[config.mk]
export PLATFORM = sky130hd
export DESIGN_NAME = dpds_ctrl
export DESIGN_NICKNAME = d
export VERILOG_FILES = /design/src/hw/rtl/dpds_pkg.sv /design/src/hw/rtl/dpds_ctrl.sv
export SDC_FILE = /design/constraint.sdc
export NUM_CORES = 1
export LEC_CHECK = 0
export BUFFER_PORTS_ARGS = -buffer_cell sky130_fd_sc_hd__buf_2
export CAP_MARGIN = 20
export CORE_AREA = 2 2 39 41
export CTS_CLUSTER_DIAMETER = 100
export CTS_CLUSTER_SIZE = 25
export DETAILED_ROUTE_END_ITERATION = 16
export DIE_AREA = 0 0 41 43
export GPL_TIMING_DRIVEN = 0
export HOLD_SLACK_MARGIN = 0.12
export PLACE_DENSITY = 0.49
export SLEW_MARGIN = 40
export SYNTH_ARGS = -nofsm -noshare
export SYNTH_HDL_FRONTEND = slang
export SYNTH_SLANG_ARGS = --single-unit
export TNS_END_PERCENT = 1
[constraint.sdc]
create_clock -name clk_i -period 1.9 [get_ports clk_i]
set_input_delay 0.19 -clock clk_i [delete_from_list [all_inputs] [get_ports clk_i]]
set_output_delay 0.19 -clock clk_i [all_outputs]
set_load 0.01 [all_outputs]
[src/hw/rtl/dpds_pkg.sv]
package dpds_pkg;

  localparam int unsigned POS_W      = 32;
  localparam int unsigned RANK_W     = 11;
  localparam int unsigned CNT_W      = 11;
  localparam int unsigned SUM_W      = 42;
  localparam int unsigned PROD_W     = POS_W + CNT_W;
  localparam int unsigned TOTAL_W    = 63;
  localparam int unsigned MEM_W      = CNT_W + SUM_W;
  localparam int unsigned RANK_SLOTS_DEF = 1024;

  localparam logic [TOTAL_W-1:0] TOTAL_MAX = {TOTAL_W{1'b1}};

  typedef enum logic [2:0] {
    ST_CLEAR,
    ST_IDLE,
    ST_QUERY,
    ST_QWAIT,
    ST_MUL,
    ST_UPDATE,
    ST_UWAIT,
    ST_FIN
  } state_e;

  typedef struct packed {
    logic start;
    logic query;
    logic mul;
    logic update;
    logic clear;
    logic finish;
  } cmd_t;

  typedef struct packed {
    logic idx_zero;
    logic idx_over;
    logic clr_last;
  } sts_t;

endpackage

[src/hw/rtl/dpds_ctrl.sv]
module dpds_ctrl (
  input  logic          clk_i,
  input  logic          rst_ni,
  input  logic          in_valid_i,
  output logic          in_ready_o,
  output logic          out_valid_o,
  input  logic          out_ready_i,
  input  dpds_pkg::sts_t sts_i,
  output dpds_pkg::cmd_t cmd_o
);

  dpds_pkg::state_e state_q, state_d;
  logic out_valid_q, out_valid_d;
  logic out_free;

  assign out_free = !out_valid_q || out_ready_i;

  always_ff @(posedge clk_i or negedge rst_ni) begin
    if (!rst_ni) begin
      state_q     <= dpds_pkg::ST_CLEAR;
      out_valid_q <= 1'b0;
    end else begin
      state_q     <= state_d;
      out_valid_q <= out_valid_d;
    end
  end

  always_comb begin
    state_d = state_q;
    unique case (state_q)
      dpds_pkg::ST_CLEAR:  if (sts_i.clr_last) state_d = dpds_pkg::ST_IDLE;
      dpds_pkg::ST_IDLE:   if (in_valid_i) state_d = dpds_pkg::ST_QUERY;
      dpds_pkg::ST_QUERY:  if (sts_i.idx_zero) state_d = dpds_pkg::ST_QWAIT;
      dpds_pkg::ST_QWAIT:  state_d = dpds_pkg::ST_MUL;
      dpds_pkg::ST_MUL:    state_d = dpds_pkg::ST_UPDATE;
      dpds_pkg::ST_UPDATE: if (sts_i.idx_over) state_d = dpds_pkg::ST_UWAIT;
      dpds_pkg::ST_UWAIT:  state_d = dpds_pkg::ST_FIN;
      dpds_pkg::ST_FIN:    if (out_free) state_d = dpds_pkg::ST_IDLE;
      default:             state_d = dpds_pkg::ST_IDLE;
    endcase
  end

  always_comb begin
    cmd_o       = '0;
    in_ready_o  = 1'b0;
    out_valid_d = out_valid_q && !out_ready_i;
    unique case (state_q)
      dpds_pkg::ST_CLEAR:  cmd_o.clear = 1'b1;
      dpds_pkg::ST_IDLE: begin
        in_ready_o   = 1'b1;
        cmd_o.start  = in_valid_i;
      end
      dpds_pkg::ST_QUERY:  cmd_o.query = 1'b1;
      dpds_pkg::ST_QWAIT:  cmd_o = '0;
      dpds_pkg::ST_MUL:    cmd_o.mul = 1'b1;
      dpds_pkg::ST_UPDATE: cmd_o.update = 1'b1;
      dpds_pkg::ST_UWAIT:  cmd_o = '0;
      dpds_pkg::ST_FIN: begin
        if (out_free) begin
          cmd_o.finish = 1'b1;
          out_valid_d  = 1'b1;
        end
      end
      default:             cmd_o = '0;
    endcase
  end

  assign out_valid_o = out_valid_q;

endmodule

# Word-level counts from Yosys, hierarchy flattened
# Index checks and enable logic that the tools add are counted.
# totals
input_bits	7
reg_bits	4
out_inout_bits	8
wordCells	36
# classes
mux	16
reduce_logical	6
n_eq_ne	12
# op_table
op	n
$pmux 3 s8	1
$mux 3	5
$eq 3x3->1 const B	4
$mux 1	10
$ne 2x2->1 const B	5
$eq 3x2->1 const B	2
$reduce_and 5->1	1
$eq 3x1->1 const B	1
$logic_not 3->1	1
$logic_not 1->1	2
$logic_and 1x1->1	1
$logic_or 1x1->1	1

# Longest topological paths before layout
# logic_depth
word_depth	4
depth_mapped	4
depth_no_buf	3

# Worst setup path after synthesis
# No wires, ideal clock.
# synth_path
path_kind	register -> output
startpoint	register state_q[1]
endpoint	output cmd_o[3] in the netlist's numbering
path_slack_ns	0.890
t_arrival_ns	0.820
path_stages_with_launch	3
n_path_buf	1
required_ns	1.710
cell_sequence	dfrtp_1 -> buf_6 -> nor3b_1
# synth_lines
item	line_no	text
start, declared	dpds_ctrl.sv:12	dpds_pkg::state_e state_q, state_d;
start signal, assigned	dpds_ctrl.sv:20	state_q <= dpds_pkg::ST_CLEAR;
start signal, assigned	dpds_ctrl.sv:23	state_q <= state_d;
end, declared	dpds_ctrl.sv:9	output dpds_pkg::cmd_t cmd_o

==> results.py <==
metrics = {
    "yosys": {
        "yosys_warnings": 0,
        "synth_flop_cell": "dfrtp_1",
        "synthesis.area_sq_um": 275,
        "ys_types": 18,
        "synth-edff-count": 0,
        "yosys.area.top_type": "dfrtp_1",
        "synth-seq-cells": 4,
        "synthXorXnorAreaFrac_pct": 0,
        "synth_fa_ha_area_share_pct": 0,
        "synth_top_area_share_pct": 36.4,
        "async_reset_ff_share_pct": 100,
        "synth-simple-area-share_pct": 43.2,
        "synth_compound_area_share_pct": 6.82,
        "synth_nets": 37,
        "synth_commonest_cells": "dfrtp_1 (4), nor2_1 (4), buf_6 (3), nand3_1 (3)",
        "syn_avg_cell_area_sq_um": 9.18,
        "yosysSeqAreaShare_pct": 36.4,
        "synth_top_family_by_area": "simple AND/OR/NAND/NOR gates",
        "synthCells": 30,
        "synthTopCellsByArea": "dfrtp_1 (36%), buf_6 (12%), nand3_1 (5.5%)",
        "muxShareOfSynthArea_pct": 0,
    },
    "detailed_routing": {
        "routed.top_layer": "met3",
        "firstDrtPassIters": 2,
        "met3_length_microns": 46,
        "wl_per_cell_microns": 9.95,
        "vias": 276,
        "ant_nets": 0,
        "drt_iter0_drc": 5,
        "wl_microns": 637,
        "wl_met2_microns": 324,
        "viasPerCell": 4.31,
        "drc": 0,
        "met1Wirelength_microns": 266,
    },
    "grt": {
        "grt_pass1_vias": 251,
        "grt_util_all_layers_pct": 8.64,
        "grt_max_degree": 11,
        "antenna_found_initial": 0,
        "grt.overflow.total": 0,
        "grt_first_pass_wirelength_microns": 952,
    },
    "critical_path": {
        "crit_path_max_incr_delay_ns": 0.38,
        "endpoint_kind": "primary output",
        "crit_required_ns": 1.71,
        "cp.buffers_inverters": 3,
        "regToRegSetupSlack_ns": 0.88,
        "cpMaxStageDelayCell": "dfrtp_1",
        "critical_path_class": "flop to primary output",
        "cp-start-kind": "flop",
        "cp_max_fo": 10,
        "crit_family": "flip-flops",
        "worst-endpoint-arrival_ns": 1.15,
        "crit_chain": "buf_6 > nor2_1 > nand3_1 > inv_1 > buf_2",
    },
    "timing": {
        "skew_ns": 0.00421,
        "worst_slew_pin_slew_ns": 0.213,
        "setup_viol": 0,
        "drv_slew": 0,
        "setup_tns_ns": 0,
        "maxSlewHeadroom_pct": 85.8,
        "hold_viol": 0,
        "period_share_pct": 70.6,
        "max_freq_mhz": 746,
        "rsz0062_at_grt": "false",
        "worst_slack_ns": 0.559,
        "post-route-min-period_ns": 1.34,
    },
    "placed_design": {
        "pre_cts_ws_ns": 0.806,
        "portBuffers": 14,
        "postPlaceCellArea_sq_um": 365,
        "gp_congestion": 0.623,
        "hpwl_microns": 483,
    },
    "clock_network": {
        "cts.path.max_buffers": 2,
        "clk_pin_slew_worst_paths_ns": 0.04,
        "clock_latency_ns": 0.24,
        "htreeDepth": 1,
        "cts_made_buffers": 3,
        "cts.repair_timing.setup_buffer_count": 0,
        "clockRootBuffer": "clkbuf_4",
        "tritoncts": "done",
        "holdBufCountCts": 1,
        "cts_resized": 0,
        "numClockSinks": 4,
    },
    "final_layout": {
        "syn_to_final_growth_pct": 44.5,
        "final_nets": 57,
        "diodes": 0,
        "final_cell_area_sq_um": 398,
        "utilization_pct": 28.8,
        "fill_cells": 157,
        "drive_gt1_share_pct": 47.9,
    },
    "floorplanning": {
        "die_y_microns": 43,
        "initial_utilization_pct": 19.9,
        "core_sq_mm": 0.00138,
        "die_w_microns": 41,
        "io-pin-count": 15,
        "rows": 14,
        "die_area_sq_mm": 0.00176,
    },
    "power_and_ir_drop": {
        "leakagePower_nw": 0.215,
        "ir_drop_mv": 0.461,
        "pwr_density_cell_mw_per_mm2": 1600,
    },
    "status": {
        "status": "finished clean",
    },
    "flow_run": {
        "maxCapViolations": 0,
    },
    "worst_hold_path": {
        "hold_class": "input port to flop",
    },
}
==> kinds of logic (layout without fill, tap and decap cells) <==
family,after synthesis,count (layout)
flops,4,4
simple gates,19,19
compound gates,3,3
buf+inv,4,22
==> registers in the layout (all words and copies together) (netlist names) <==
signal,count
out_valid_o,1
state_q,3
==> power by group <==
| part | internal (mW) | leakage [nW] | switching [mW] |
|---|---|---|---|
| logic | 0.193 | 0.154 | 0.187 |
| registers | 0.128 | 0.0475 | 0.0224 |
| clock network | 0.0707 | 0.0138 | 0.0350 |
==> layout make-up <==
| type | instances | area, sq um | share of cell area [%] |
|---|---|---|---|
| multi-input combinational | 22 | 138 | 34.6 |
| timing repair buffer | 15 | 80.1 | 20.1 |
| tap | 16 | 20.0 | 5.03 |
| sequential | 4 | 100 | 25.2 |
| clock buffer | 3 | 22.5 | 5.66 |
| buffer | 3 | 33.8 | 8.49 |
| inverter | 1 | 3.75 | 0.943 |
==> placed cells by master, fill, tap and decap left out <==
master,n
a21oi_1,2
and2_2,1
and3b_1,1
and3b_2,1
buf_2,14
buf_6,3
clkbuf_4,3
dfrtp_1,4
dlygate4sd3_1,1
inv_1,1
nand2b_1,2
nand2b_2,1
nand3_1,3
nand4_1,1
nand4b_1,1
nor2_1,4
nor2b_1,1
nor3_1,1
nor3b_1,1
o31a_1,1
or2b_1,1
==> routing by layer <==
| layer | vias up | global-route usage (%) |
|---|---|---|
| met2 | 11 | 11.6 |
| met1 | 126 | 8.06 |
| met4 | 0 | 6.00 |
| met3 | 0 | 7.85 |
| met5 | - | 0 |
| li1 | 139 | - |
==> stage by stage <==
| step | power (mW) | hold slack, ns | instances |
|---|---|---|---|
| floorplan | 0.426 | -0.106 | 30 |
| global placement | 0.529 | -0.00342 | 60 |
| CTS | 0.643 | 0.270 | 64 |
| detailed placement | 0.532 | -0.000605 | 60 |
| finish | 0.636 | 0.272 | 64 |
| global route | 0.692 | 0.279 | 64 |
==> final timing paths <==
path                                             start                endpoint  cells after the start
worst max-delay path            state_q[1]$_DFFE_PN0P_                cmd_o[5]                      5
worst min-delay path                       out_ready_i   out_valid_o$_DFF_PN0_                      3
worst max register to register  state_q[0]$_DFFE_PN0P_  state_q[0]$_DFFE_PN0P_                      3
worst min register to register  state_q[2]$_DFFE_PN0P_  state_q[0]$_DFFE_PN0P_                      2
max in group asynchronous                       rst_ni  state_q[2]$_DFFE_PN0P_                      2
min in group asynchronous                       rst_ni  state_q[1]$_DFFE_PN0P_                      2
==> worst register-to-register path, delay by kind of cell, from the launching register on <==
| family | cells | cell delay [ns] |
|---|---|---|
| AOI/OAI and AO/OA | 1 | 0.23 |
| buffers and inverters | 1 | 0.14 |
| DFF | 1 | 0.36 |
| and+or+nand+nor | 1 | 0.18 |
No activity file was read; power rests on OpenSTA's default activity.
